[src/rtl/core/sfdc_pkg.sv]
// Shared types and constants for the serial frame deframer.
// Used by serial_frame_deframer_checksum_unit; no other dependencies.
package sfdc_pkg;

  localparam int MaxCmd     = 64;
  localparam int LenMax     = MaxCmd - 4;   // largest length byte that is accepted
  localparam int StoreDepth = 64;
  localparam int AddrW      = $clog2(StoreDepth);
  localparam int IdxW       = 6;

  typedef enum logic [1:0] {
    ST_RX,    // taking input words
    ST_RD,    // frame store read in flight
    ST_OUT,   // frame byte presented
    ST_ERR    // checksum error presented
  } state_t;

endpackage

[src/rtl/core/serial_frame_deframer_checksum_unit.sv]
// Serial frame deframer: header hunt, length check, 8-bit additive checksum.
// Frame bytes are held in a 64-entry synchronous store; uses sfdc_pkg.
//
//  channel  direction  handshake                 payload
//  input    in         in_valid / in_stall       rx_byte
//  output   out        out_valid / out_stall     frame_byte, byte_index, status, last
//  config   in         cfg_we                    head_byte
//
// Each word taken into a frame is written to the frame store.
// A good frame is read back and emitted word by word, each through ST_RD for
// the store read and then ST_OUT to present the word (single read port).
// A checksum error gives one result word. Input is stalled while a frame is
// emitted. Reset (rst, synchronous) clears control state only; the store
// needs no clearing since only entries of the current frame are read.
module serial_frame_deframer_checksum_unit (
  input  logic                    clk,
  input  logic                    rst,
  input  logic                    cfg_we,
  input  logic [7:0]              head_byte,
  input  logic                    in_valid,
  output logic                    in_stall,
  input  logic [7:0]              rx_byte,
  output logic                    out_valid,
  input  logic                    out_stall,
  output logic [7:0]              frame_byte,
  output logic [sfdc_pkg::IdxW-1:0] byte_index,
  output logic                    status,
  output logic                    last
);

  sfdc_pkg::state_t state, state_next;

  logic [7:0]                    head_value;
  logic [sfdc_pkg::IdxW-1:0]     position, position_next;
  logic [sfdc_pkg::IdxW-1:0]     length_target, length_next;
  logic [7:0]                    running_sum, sum_next;
  logic [sfdc_pkg::AddrW-1:0]    emit_idx, idx_next;
  logic [sfdc_pkg::AddrW-1:0]    emit_last, last_next;

  logic [sfdc_pkg::IdxW-1:0]     len_cur;
  logic [sfdc_pkg::IdxW-1:0]     frame_end;

  logic                          wr_en;
  logic [sfdc_pkg::AddrW-1:0]    wr_addr;
  logic [7:0]                    wr_data;
  logic [7:0]                    rd_data;
  logic [7:0]                    mem [sfdc_pkg::StoreDepth];

  // frame store: one write port, one registered read port
  always_ff @(posedge clk) begin
    if (wr_en) begin
      mem[wr_addr] <= wr_data;
    end
    if (state == sfdc_pkg::ST_RD) begin
      rd_data <= mem[emit_idx];
    end
  end

  always_ff @(posedge clk) begin
    if (rst) begin
      state         <= sfdc_pkg::ST_RX;
      head_value    <= '0;
      position      <= '0;
      length_target <= '0;
      running_sum   <= '0;
      emit_idx      <= '0;
      emit_last     <= '0;
    end else begin
      state         <= state_next;
      position      <= position_next;
      length_target <= length_next;
      running_sum   <= sum_next;
      emit_idx      <= idx_next;
      emit_last     <= last_next;
      if (cfg_we) begin
        head_value <= head_byte;
      end
    end
  end

  // length comes from the word itself when it is the length byte
  assign len_cur   = (position == sfdc_pkg::IdxW'(1)) ? rx_byte[sfdc_pkg::IdxW-1:0]
                                                    : length_target;
  assign frame_end = sfdc_pkg::IdxW'(len_cur + sfdc_pkg::IdxW'(1));

  always_comb begin
    state_next    = state;
    position_next = position;
    length_next   = length_target;
    sum_next      = running_sum;
    idx_next      = emit_idx;
    last_next     = emit_last;
    wr_en         = 1'b0;
    wr_addr       = sfdc_pkg::AddrW'(position);
    wr_data       = rx_byte;
    in_stall      = 1'b1;
    out_valid     = 1'b0;
    case (state)
      sfdc_pkg::ST_RX: begin
        in_stall = 1'b0;
        if (in_valid) begin
          if (position == '0) begin
            if (rx_byte == head_value) begin
              wr_en         = 1'b1;
              wr_addr       = '0;
              position_next = sfdc_pkg::IdxW'(1);
              sum_next      = '0;
              length_next   = '0;
            end
          end else if (position == sfdc_pkg::IdxW'(1) &&
                       rx_byte > 8'(sfdc_pkg::LenMax)) begin
            // oversized length: drop header and length, hunt again
            position_next = '0;
            length_next   = '0;
            sum_next      = '0;
          end else begin
            wr_en = 1'b1;
            if (position == frame_end) begin
              position_next = '0;
              length_next   = '0;
              sum_next      = '0;
              idx_next      = '0;
              last_next     = sfdc_pkg::AddrW'(position);
              state_next    = (running_sum == rx_byte) ? sfdc_pkg::ST_RD
                                                       : sfdc_pkg::ST_ERR;
            end else begin
              sum_next      = 8'(running_sum + rx_byte);
              position_next = sfdc_pkg::IdxW'(position + sfdc_pkg::IdxW'(1));
              length_next   = len_cur;
            end
          end
        end
      end
      sfdc_pkg::ST_RD: begin
        state_next = sfdc_pkg::ST_OUT;
      end
      sfdc_pkg::ST_OUT: begin
        out_valid = 1'b1;
        if (!out_stall) begin
          if (emit_idx == emit_last) begin
            state_next = sfdc_pkg::ST_RX;
          end else begin
            idx_next   = sfdc_pkg::AddrW'(emit_idx + sfdc_pkg::AddrW'(1));
            state_next = sfdc_pkg::ST_RD;
          end
        end
      end
      sfdc_pkg::ST_ERR: begin
        out_valid = 1'b1;
        if (!out_stall) begin
          state_next = sfdc_pkg::ST_RX;
        end
      end
      default: begin
        state_next = sfdc_pkg::ST_RX;
      end
    endcase
  end

  assign frame_byte = (state == sfdc_pkg::ST_ERR) ? 8'd0 : rd_data;
  assign byte_index = (state == sfdc_pkg::ST_ERR) ? '0 : sfdc_pkg::IdxW'(emit_idx);
  assign status     = (state == sfdc_pkg::ST_ERR);
  assign last       = (state == sfdc_pkg::ST_ERR) || (emit_idx == emit_last);

`ifndef SYNTH
  // read pointer never runs past the end of the frame being emitted
  a_idx_in_frame: assert property (@(posedge clk) disable iff (rst)
    state == sfdc_pkg::ST_OUT |-> emit_idx <= emit_last)
    else $error("emit index beyond frame end");

  // a word taken while hunting never produces a result on the next cycle
  a_hunt_quiet: assert property (@(posedge clk) disable iff (rst)
    in_valid && !in_stall && position == '0 |=> !out_valid)
    else $error("result after a hunt word");

  // the final word of a frame or an error returns the block to input
  a_last_returns: assert property (@(posedge clk) disable iff (rst)
    out_valid && !out_stall && last |=> state == sfdc_pkg::ST_RX && position == '0)
    else $error("block not back to input after last word");

  // checksum check leaves frame state cleared
  a_frame_clear: assert property (@(posedge clk) disable iff (rst)
    state == sfdc_pkg::ST_RD |-> position == '0 && running_sum == '0)
    else $error("frame state not cleared during emit");
`endif

endmodule
[config.mk]
export PLATFORM = sky130hd
export DESIGN_NAME = serial_frame_deframer_checksum_unit
export DESIGN_NICKNAME = d
export VERILOG_FILES = /design/src/rtl/core/sfdc_pkg.sv /design/src/rtl/core/serial_frame_deframer_checksum_unit.sv
export SDC_FILE = /design/constraint.sdc
export NUM_CORES = 1
export LEC_CHECK = 0
export BUFFER_PORTS_ARGS = -buffer_cell sky130_fd_sc_hd__buf_2
export CORE_UTILIZATION = 56
export DETAILED_ROUTE_END_ITERATION = 6
export PLACE_DENSITY = 0.75
export SLEW_MARGIN = 15
export SYNTH_ARGS = -nofsm -noshare
export SYNTH_HDL_FRONTEND = slang
export SYNTH_SLANG_ARGS = --single-unit
[constraint.sdc]
create_clock -name clk -period 3.1 [get_ports clk]
set_input_delay 0.31 -clock clk [delete_from_list [all_inputs] [get_ports clk]]
set_output_delay 0.31 -clock clk [all_outputs]
set_load 0.05 [all_outputs]
# --- Word level (Yosys, flattened, before mapping) ---
# Memory sizes are Yosys's and may differ from the RTL's. A register that Yosys moved wholly into a read port is not among the register bits.
# Cells that the tools add are included.
totals:
  inputBits: 21
  regBits: 42
  output_inout_bits: 18
  mem_bits_rw: 512
  memories: 1
classes:
  n_mux: 44
  eq_ne: 16
  magnitude_cmp: 1
  n_bitwise: 2
  n_addsub: 4
  n_reduce_logical: 10
mem_list:
  columns: ["memory", "words", "word_bits", "rd", "rd_ports_with_merged_regs", "write_ports", "line", "source"]
  rows:
  - ["mem", 64, 8, 1, 1, 1, "serial_frame_deframer_checksum_unit.sv:47", "logic [7:0] mem [sfdc_pkg::StoreDepth];"]
op_table:
  columns: ["operator", "count"]
  rows:
  - ["$mux W6", 20]
  - ["$mux W8", 5]
  - ["$add A6 B1 Y6 const B", 3]
  - ["$eq A8 B8 Y1", 2]
  - ["$mux W2", 7]
  - ["$ne A2 B2 Y1 const B", 7]
  - ["$eq A6 B6 Y1", 2]
  - ["$pmux W6 S2", 1]
  - ["$mux W1", 10]
  - ["$add A8 B8 Y8", 1]
  - ["$gt A8 B6 Y1 const B", 1]
  - ["$pmux W2 S4", 1]
  - ["$reduce_and A7 Y1", 1]
  - ["$eq A6 B1 Y1 const B", 1]
  - ["$logic_not A6 Y1", 1]
  - ["$reduce_and A6 Y1", 1]
  - ["$reduce_and A5 Y1", 1]
  - ["$eq A2 B2 Y1 const B", 2]
  - ["$reduce_and A3 Y1", 1]
  - ["$eq A2 B1 Y1 const B", 1]
  - ["$logic_not A2 Y1", 1]
  - ["$ne A2 B1 Y1 const B", 1]
  - ["$not A1 Y1", 2]
  - ["$reduce_bool A2 Y1", 1]
  - ["other kinds (3)", 3]

# --- Longest topological paths before layout ---
# Gate-level depths: netlist (run 1).
logic_depth:
  word_depth: 9
  mapped_depth: 15
  ltp_nobuf: 12

# --- Worst setup path after synthesis (run 1) ---
# No wires, ideal clock.
synth_path:
  kind: "reg-to-reg"
  startpoint: "register position[1] (netlist name)"
  endpoint: "register length_target[2] (netlist name)"
  path_stages_with_launch: 14
  setup_slack_ns: -0.019
  t_required_ns: 2.983
  n_path_buf: 3
  arrival_time_ns: 3.002
  period_less_slack_ns: 3.119
  path_cell_list: "dfxtp_1 > clkbuf_1 > inv_1 > ha_1 > and2_1 > buf_6 > mux2_4 > ha_1 > xor2_1 > nor4_4 > nand2_4 > and3_4 > buf_6 > a32o_1"
synth_via:
  elab_chain_len: 7
  elab_cells_between_ends: 11
  cone_classes: "add/sub (1); eq/ne (3); mux (4); reduce/logical (3)"
synth_lines:
  columns: ["item", "line", "source"]
  rows:
  - ["start, declared", "serial_frame_deframer_checksum_unit.sv:34", "logic [sfdc_pkg::IdxW-1:0] position, position_next;"]
  - ["start signal, assigned", "serial_frame_deframer_checksum_unit.sv:70", "position <= position_next;"]
  - ["$eq A6 B1 Y1", "serial_frame_deframer_checksum_unit.sv:82, serial_frame_deframer_checksum_unit.sv:110", null]
  - ["$mux W6", "serial_frame_deframer_checksum_unit.sv:82", "assign len_cur = (position == sfdc_pkg::IdxW'(1)) ? rx_byte[sfdc_pkg::IdxW-1:0]"]
  - ["$add A6 B1 Y6", "serial_frame_deframer_checksum_unit.sv:84", "assign frame_end = sfdc_pkg::IdxW'(len_cur + sfdc_pkg::IdxW'(1));"]
  - ["$eq A6 B6 Y1", "serial_frame_deframer_checksum_unit.sv:118", "if (position == frame_end) begin"]
  - ["$mux W6", "serial_frame_deframer_checksum_unit.sv:118", null]
  - ["$mux W6", "serial_frame_deframer_checksum_unit.sv:110", "end else if (position == sfdc_pkg::IdxW'(1) &&"]
  - ["$mux W6", "serial_frame_deframer_checksum_unit.sv:102", "if (position == '0) begin"]
  - ["end signal, assigned", "serial_frame_deframer_checksum_unit.sv:71", "length_target <= length_next;"]
  - ["end, declared", "serial_frame_deframer_checksum_unit.sv:35", "logic [sfdc_pkg::IdxW-1:0] length_target, length_next;"]
# Several ways; a longest one is shown, not always the timed one.
# A chain may end at the register's enable or synchronous reset.

# --- Worst setup path in the final report (run 1) ---
layout_path:
  startpoint: "register position[5] (netlist name)"
  endpoint: "register length_target[2] (netlist name)"
# The elaborated chain is that of the path after synthesis.

==> reports/results.txt, run 1 <==
Ports: 39
area leader, netlist: edfxtp_1
Final Hold Viols: 0
DP Worst Slack: 0.1941 ns
XOR/XNOR share of the synthesized area: 1.243%
DR WL met2: 25000 microns
Critical Path Most Common Cell: nor4_4
root buf cell: clkbuf_16
num rows: 73
# DRC: 0
clock sink count: 562
Post-Synth Adder-Cell Area: 0.7549%
CTS tree: done
final setup violation count: 0
clk slew on worst S/H paths: 0.06 ns
CTS Buf Count: 54
Post-Syn Area: 0.02254 sq mm
final setup skew: 0.01139 ns
NumNets Final: 1315
worst r2r src: position[5]
Post-synth ARST share: 0%
Mean Syn Cell Area: 20.09 sq um
Synth Area in Compound Gates: 1.832%
GRT Total Usage: 25.53%
IR drop worst, VDD: 421.7 uV
full die area: 0.04106 sq mm
ratio of cells with drive above 1 in the final layout: 31.24%
met3 WL: 4036 microns
initial core utilization: 56.73%
crit path launch type: register
drt first pass iters: 5
via count: 11640
hold crit path type: in2reg
drt wl/cell: 27.16 microns
number of global-route vias before repair: 12020
Max Root-Sink Buffers: 3
top cells by count, synth: edfxtp_1 (520), mux4_2 (168), nor2_1 (102)
worst path required time: 3.58 ns
Core ar.: 0.03973 sq mm
PD cells: 574.8 mW/mm^2
Final Max Tran Viols: 0
Seq/Total Area, Yosys: 73.01%
RSZ-0062 raised after global routing: no
Layout area overhead: 14.96%
global-route wire length before repair: 76160 microns
CP Class: reg2reg
Skew-Pair Late Insertion Delay: 0.59 ns
most frequent cell after synthesis: edfxtp_1
PortBufs: 38
WL met1: 19560 microns
slowest stage delay, CP: 0.40 ns
Reg2Reg Capture Point: length_target[2]
Worst setup EP type: register
DR top layer: met4
die width: 202.6 microns
dpl cell area: 0.02415 sq mm
Worst Setup SP: position[5]
share of the synthesized area in the top cell type: 69.28%
syn_nets: 1156
maximum fanout along the worst path: 12
min-delay src: rx_byte[7]
ANT nets after route: 0
fin crit share: 94.73%
Hold Path Sink: mem[45][7]
Unique masters post-synth: 52
grt ovf: 0
die height: 202.6 microns
Post-synth EDFFs: 520
Worst Tran Pin Value: 0.7561 ns
initial antenna violation count: 1
status: complete, no violations
YS warnings: 0
final worst slack: 0.1635 ns
gp weighted congestion: 0.8346
FF-to-FF setup slack: 0.16 ns
slowest cell on the critical path: nor4_4
total wire length: 50160 microns
Starting DRT DRC Count: 1322
dpl hpwl: 32200 microns
Most used DFF post-synth: edfxtp_1
postcts setup bufs: 0
Arrival @ worst endpoint: 3.41 ns
Achievable Freq: 340.5 MHz
mux share of post-synthesis cell area: 17.56%
max_slew headroom: 49.60%
Cells on Worst Hold Path: 1
CTS H-tree lvls: 2
worst path cell trace: nor4_4 -> and2_1 -> mux2_4 -> ha_1 -> xor2_1 -> nor4_4 -> nand2_4 -> a41o_1 -> a32o_1
Setup TNS Final: 0 ns
register bit total from synthesis: 562
Post-Synth Simple-Gate Area: 4.335%
largest family of logic cells by synthesized area: multiplexers
reg2reg path depth: 9
Final Cell Area: 0.02591 sq mm
post-layout min period: 2.936 ns
Mapped Cells: 1122
# diodes: 0
Max Cap Viol: 0
largest net degree at the start of global routing: 66
Synth area leaders: edfxtp_1 (69%), mux4_2 (17%), dfxtp_1 (3.7%)
drt via density: 6.304
Pleak: 8.348 nW
[cells by family after synthesis]
| kind of cell | after synthesis |
|---|---|
| flip-flops | 562 |
| multiplexers | 185 |
| adder cells (fa/ha/maj) | 13 |
| buffers and inverters | 71 |
| XOR/XNOR | 32 |
| AO/OA/AOI/OAI | 54 |
| AND/OR/NAND/NOR | 205 |
[report_power, final]
part | leakage (nW) | switching [mW] | internal (mW)
Clock | 0.830 | 2.66 | 3.65
Sequential | 5.01 | 0.00928 | 8.29
Combinational | 2.50 | 0.223 | 0.0693
[worst max path at each step]
stage,end,slack (ns),cells past startpoint
5_1_grt,emit_idx[2],0.02,12
6_report,length_target[2],0.16,9
3_3_place_gp,length_target[2],0.30,9
4_1_cts,length_target[2],0.18,10
2_1_floorplan,rd_data[7],0.004,6
3_5_place_dp,length_target[2],0.19,10
[state kept, by name, indices dropped and copies added (netlist names)]
| name | flops |
|---|---|
| length_target | 6 |
| position | 6 |
| state | 2 |
| head_value | 8 |
| emit_last | 6 |
| mem | 512 |
| emit_idx | 6 |
| rd_data | 8 |
| running_sum | 8 |
[worst max-delay path, delay by kind of cell (launching register included)]
family                     cells  cell delay, ns
adders and majority gates      1            0.31
xor gates and xnor gates       1            0.18
AOI/OAI and AO/OA              2            0.53
and+or+nand+nor                4            1.13
DFF                            1            0.34
muxes                          1            0.34
[layout make-up]
| class | count | area, sq um |
|---|---|---|
| clock buffers | 69 | 1429 |
| multi-input cells | 489 | 5799 |
| flip-flops and latches | 562 | 16470 |
| inverters | 10 | 37.54 |
| repair buffers | 164 | 1269 |
| clock inverters | 28 | 255.2 |
| fillers | 2561 | 13820 |
| well taps | 525 | 656.9 |
[what timing repair did]
item | in CTS | in global routing
hold endpoints to repair | 8 | 0
hold buffers | 8 | 0
resized for setup | 0 | 0
[through the flow]
stage               instances  total power, mW  utilization (%)  hold WS (ns)
floorplan                1122            8.553                -        0.4089
global placement         1742            8.726            60.78        0.4566
detailed placement       1742            8.738            60.78        0.4791
CTS                      1847            14.97            65.22       0.08594
global route             1847            15.27            65.22       0.09354
finish                   1847            14.89            65.22        0.1071
[layout by cell type, fill, tap and decap left out, drive strengths merged, types with 15 or more instances in the layout]
cell,instances
clkinv,22
edfxtp,520
nand3,18
clkbuf,69
xor2,18
buf,156
and2,15
nor2,102
mux4,168
dfxtp,42
mux2i,16
nand2,26
[metal layers]
metal	vias to the layer above	GRT usage, %
li1	4925	-
met1	6040	35.96
met2	586	41.66
met3	92	3.339
met4	0	8.915
met5	-	0
(Power assumes the default switching activity.)
==> run 2, diff against run 1 <==
--- a/config.mk
+++ b/config.mk
@@ -8,7 +8,7 @@
 export BUFFER_PORTS_ARGS = -buffer_cell sky130_fd_sc_hd__buf_2
 export CORE_UTILIZATION = 56
 export DETAILED_ROUTE_END_ITERATION = 6
-export PLACE_DENSITY = 0.75
+export PLACE_DENSITY_LB_ADDON = 0.05
 export SLEW_MARGIN = 15
 export SYNTH_ARGS = -nofsm -noshare
 export SYNTH_HDL_FRONTEND = slang
==> reports/results.txt, run 2 (synthesized netlist as in run 1, its figures left out) <==
CP Class: reg2reg
slowest cell on the critical path: a2111oi_0
initial antenna violation count: 1
WL met1: 22320 microns
via count: 11410
die width: 202.6 microns
Clock power frac: 42.7%
CTS H-tree lvls: 2
FF-to-FF setup slack: 0.17 ns
clk slew on worst S/H paths: 0.06 ns
Final Hold Viols: 0
hold crit path type: in2reg
Achievable Freq: 341.2 MHz
worst path required time: 3.64 ns
ANT nets after route: 0
worst path buffer plus inverter count: 1
IR drop worst, VDD: 666.7 uV
fin crit share: 94.53%
drt via density: 6.136
largest net degree at the start of global routing: 67
clock sink count: 562
full die area: 0.04106 sq mm
Max Root-Sink Buffers: 3
PD cells: 577.3 mW/mm^2
CTS Buf Count: 55
failing checks: design-rule violations
Worst Tran Pin Value: 1.108 ns
grt ovf: 0
net switching power figure: 2.961 mW
drt first pass iters: 7
reg2reg path depth: 11
Layout area overhead: 15.28%
CTS tree: done
initial core utilization: 56.73%
Setup TNS Final: 0 ns
Arrival @ worst endpoint: 3.47 ns
Final Total Pwr: 15.00 mW
Cells on Worst Hold Path: 3
Critical Path Most Common Cell: nor4_4
Net Sw Frac: 19.74%
DR top layer: met4
drt wl/cell: 27.54 microns
Ports: 39
final setup skew: 0.01462 ns
final setup violation count: 0
# DRC: 2
maximum fanout along the worst path: 3
Final Max Tran Viols: 0
max_slew headroom: 26.00%
root buf cell: clkbuf_16
most frequent cells in the layout: edfxtp_1 (520), mux4_2 (168), buf_4 (118)
# diodes: 0
gp weighted congestion: 0.8009
final core utilization: 65.40%
min-delay src: out_stall
Worst setup EP type: register
slowest stage delay, CP: 0.51 ns
ratio of cells with drive above 1 in the final layout: 31.93%
PortBufs: 38
num rows: 73
total wire length: 51200 microns
delay-heaviest family, CP: compound AO/OA/AOI/OAI gates
Hold Path Sink: state[0]
number of global-route vias before repair: 11500
Largest Register: mem
met3 WL: 3500 microns
die height: 202.6 microns
Core ar.: 0.03973 sq mm
Pleak: 8.400 nW
Skew-Pair Late Insertion Delay: 0.60 ns
status: finished with violations
NumNets Final: 1323
Comb pwr share: 2.0%
DR WL met2: 24600 microns
post-layout min period: 2.930 ns
Largest register FFs: 512
worst path cell trace: nor4_4 -> and2_1 -> mux2_4 -> ha_1 -> xor2_1 -> xnor2_1 -> nor4_4 -> buf_4 -> a2111oi_0 -> o21a_1 -> a31o_2
crit path launch type: register
Reg2Reg Capture Point: running_sum[7]
# fillers: 2715
RSZ-0062 raised after global routing: no
most common cell after layout, fill and taps aside: edfxtp_1
Starting DRT DRC Count: 936
worst r2r src: position[5]
Flop pwr share: 55.3%
GRT Total Usage: 26.00%
Max Cap Viol: 0
dpl hpwl: 32600 microns
global-route wire length before repair: 76360 microns
Internal: 12.04 mW
## run 2: final cells by class
| type | count | area [sq um] | area share [%] |
|---|---|---|---|
| clock buffers | 77 | 1530 | 5.889 |
| clock inverters | 25 | 209.0 | 0.8041 |
| inverters | 10 | 37.54 | 0.1445 |
| multi-input cells | 489 | 5799 | 22.32 |
| flip-flops and latches | 562 | 16470 | 63.37 |
| well taps | 525 | 656.9 | 2.528 |
| repair buffers | 171 | 1286 | 4.950 |
## run 2: power groups by stage
stage,clock [mW],combinational [mW],sequential (mW)
6_report,6.40,0.302,8.30
5_1_grt,6.79,0.324,8.29
4_1_cts,6.53,0.304,8.30
3_5_place_dp,0,0.295,8.46
3_3_place_gp,0,0.288,8.46
2_1_floorplan,0,0.0969,8.46
## run 2: how the worst max path moves through the flow
stage,start,to,slack (ns),cells past startpoint
after floorplan,emit_idx[0],rd_data[7],0.004,6
after global placement,rx_byte[1],mem[37][3],0.19,11
after detailed placement,position[5],length_target[4],0.14,10
after CTS,position[5],length_target[4],0.13,10
after global routing,position[5],running_sum[7],0.04,11
final,position[5],running_sum[7],0.17,11
## run 2: metrics by stage
stage               instance area (sq um)  setup WS, ns  instances  hold slack, ns
global route                        25980       0.03548       1859         0.09003
floorplan                           22540      0.003773       1122          0.4089
detailed placement                  24150        0.1433       1747          0.4635
finish                              25980        0.1696       1859          0.1051
global placement                    24150        0.1926       1747          0.4570
CTS                                 25980        0.1323       1858         0.08263
## run 2: repair_timing
item	4_1_cts	5_1_grt
resized for setup	0	0
endpoints found under the setup margin	0	4
setup buffers	0	1
hold buffers	9	0
endpoints found under the hold margin	9	0
## run 2: tightest hold or removal path, cell delays in order
cell and delay [ns]:
buf_2 0.11, o2bb2ai_1 0.10, and3_1 0.15
## run 2: per-layer routing
metal / track usage (%) / vias up
li1: - / 4942
met1: 39.37 / 6006
met2: 40.11 / 397
met3: 4.655 / 62
met4: 5.773 / 0
met5: 0 / -
==> run 3, diff against run 2 <==
--- a/config.mk
+++ b/config.mk
@@ -6,6 +6,7 @@
 export NUM_CORES = 1
 export LEC_CHECK = 0
 export BUFFER_PORTS_ARGS = -buffer_cell sky130_fd_sc_hd__buf_2
+export CORE_MARGIN = 2
 export CORE_UTILIZATION = 56
 export DETAILED_ROUTE_END_ITERATION = 6
 export PLACE_DENSITY_LB_ADDON = 0.05
==> reports/results.txt, run 3 (synthesized netlist as in run 1, its figures left out) <==
Worst Tran Pin Value: 0.8277 ns
root buf cell: clkbuf_16
critical path depth: 10
worst r2r src: position[5]
slowest stage delay, CP: 0.43 ns
clock sink count: 562
IR drop worst, VDD: 477.8 uV
Final Hold Viols: 0
RSZ-0062 raised after global routing: no
Arrival @ worst endpoint: 3.22 ns
global-route wire length before repair: 77050 microns
final setup violation count: 0
# DRC: 0
Starting DRT DRC Count: 1083
worst path cell trace: nor4_4 -> buf_4 -> nand2_1 -> nor3_1 -> nor2_1 -> nor2_1 -> buf_4 -> nand2_1 -> nor2_1 -> buf_4
drt via density: 6.146
number of global-route vias before repair: 11610
most common cell after layout, fill and taps aside: edfxtp_1
post-layout min period: 2.917 ns
grt ovf: 0
worst path required time: 3.40 ns
CP Class: reg2reg
die width: 204.6 microns
Setup TNS Final: 0 ns
Max Root-Sink Buffers: 3
die height: 204.6 microns
Core ar.: 0.03973 sq mm
most frequent cells in the layout: edfxtp_1 (520), mux4_2 (168), buf_4 (113)
Reg2Reg Capture Point: mem[5][6]
PD cells: 579.7 mW/mm^2
Worst setup EP type: register
dpl cell area: 0.02413 sq mm
Max Cap Viol: 0
gp weighted congestion: 0.7787
drt first pass iters: 5
Largest register FFs: 512
max_slew headroom: 44.82%
Final Total Pwr: 15.05 mW
# diodes: 0
status: complete, no violations
Pleak: 8.372 nW
Final Max Tran Viols: 0
drt wl/cell: 27.99 microns
reg2reg path depth: 10
CTS H-tree lvls: 2
via count: 11400
min-delay src: out_stall
NumNets Final: 1319
final setup skew: 0.01781 ns
final core utilization: 65.33%
initial antenna violation count: 2
maximum fanout along the worst path: 9
area occupied by registers: 0.01647 sq mm
Ports: 39
delay-heaviest family, CP: simple AND/OR/NAND/NOR gates
full die area: 0.04187 sq mm
crit path launch type: register
Achievable Freq: 342.8 MHz
PortBufs: 38
clk slew on worst S/H paths: 0.06 ns
Final Cell Area: 0.02596 sq mm
Worst Setup SP: position[5]
GRT Total Usage: 25.83%
slowest cell on the critical path: nor3_1
CTS tree: done
hold crit path type: in2reg
Layout area overhead: 15.16%
worst path buffer plus inverter count: 3
Skew-Pair Late Insertion Delay: 0.61 ns
ratio of cells with drive above 1 in the final layout: 31.75%
total wire length: 51890 microns
CTS Buf Count: 56
dpl hpwl: 32580 microns
Multi-input gate area: 0.005803 sq mm
# fillers: 2714
num rows: 73
initial core utilization: 56.73%
Largest Register: mem
largest net degree at the start of global routing: 67
end point of the critical path: mem[5][6]
ANT nets after route: 0
FF-to-FF setup slack: 0.18 ns
fin crit share: 94.10%
==> run 3: layout make-up <==
class / instances / share of cell area [%]
clock inverter: 31 / 1.032
multi-input combinational: 489 / 22.36
clock buffer: 71 / 5.654
sequential: 562 / 63.43
timing repair buffer: 166 / 4.849
tap: 525 / 2.531
inverter: 10 / 0.1446
==> run 3: how the worst min path moves through the flow <==
stage,end,slack [ns],cells past startpoint
finish,state[0],0.14,3
global route,mem[42][4],0.14,1
CTS,state[0],0.11,3
detailed placement,length_target[5],0.46,1
global placement,length_target[5],0.46,1
floorplan,mem[0][0],0.41,0
==> run 3: metrics by stage <==
stage / setup slack, ns / cells / hold slack [ns]
after floorplan: 0.003773 / 1122 / 0.4089
after global placement: 0.1789 / 1743 / 0.4587
after detailed placement: 0.1188 / 1743 / 0.4560
after CTS: 0.1772 / 1853 / 0.1088
after global routing: 0.0008396 / 1854 / 0.1432
final: 0.1828 / 1854 / 0.1382
==> run 3: metal layers <==
| layer | vias up | track usage (%) | part of all wire [%] |
|---|---|---|---|
| li1 | 4929 | - | - |
| met1 | 5987 | 37.88 | 43 |
| met2 | 404 | 41.40 | 49 |
| met3 | 75 | 4.248 | 6.4 |
| met4 | 0 | 6.004 | 1.8 |
| met5 | - | 0 | 0 |
==> run 3: what timing repair did <==
| item | in CTS | in global routing |
|---|---|---|
| endpoints found under the setup margin | 0 | 4 |
| gates resized for setup | 0 | 0 |
| endpoints found under the hold margin | 8 | 0 |
| hold buffers | 8 | 0 |
| setup buffers | 0 | 1 |
==> run 3: power by group <==
part | switching (mW) | internal (mW)
Clock | 2.79 | 3.67
Sequential | 0.0111 | 8.29
Combinational | 0.227 | 0.0665
==> run 3: worst min-delay path: stages <==
cell and delay, ns:
buf_2 0.11, o2bb2ai_1 0.12, and3_1 0.15
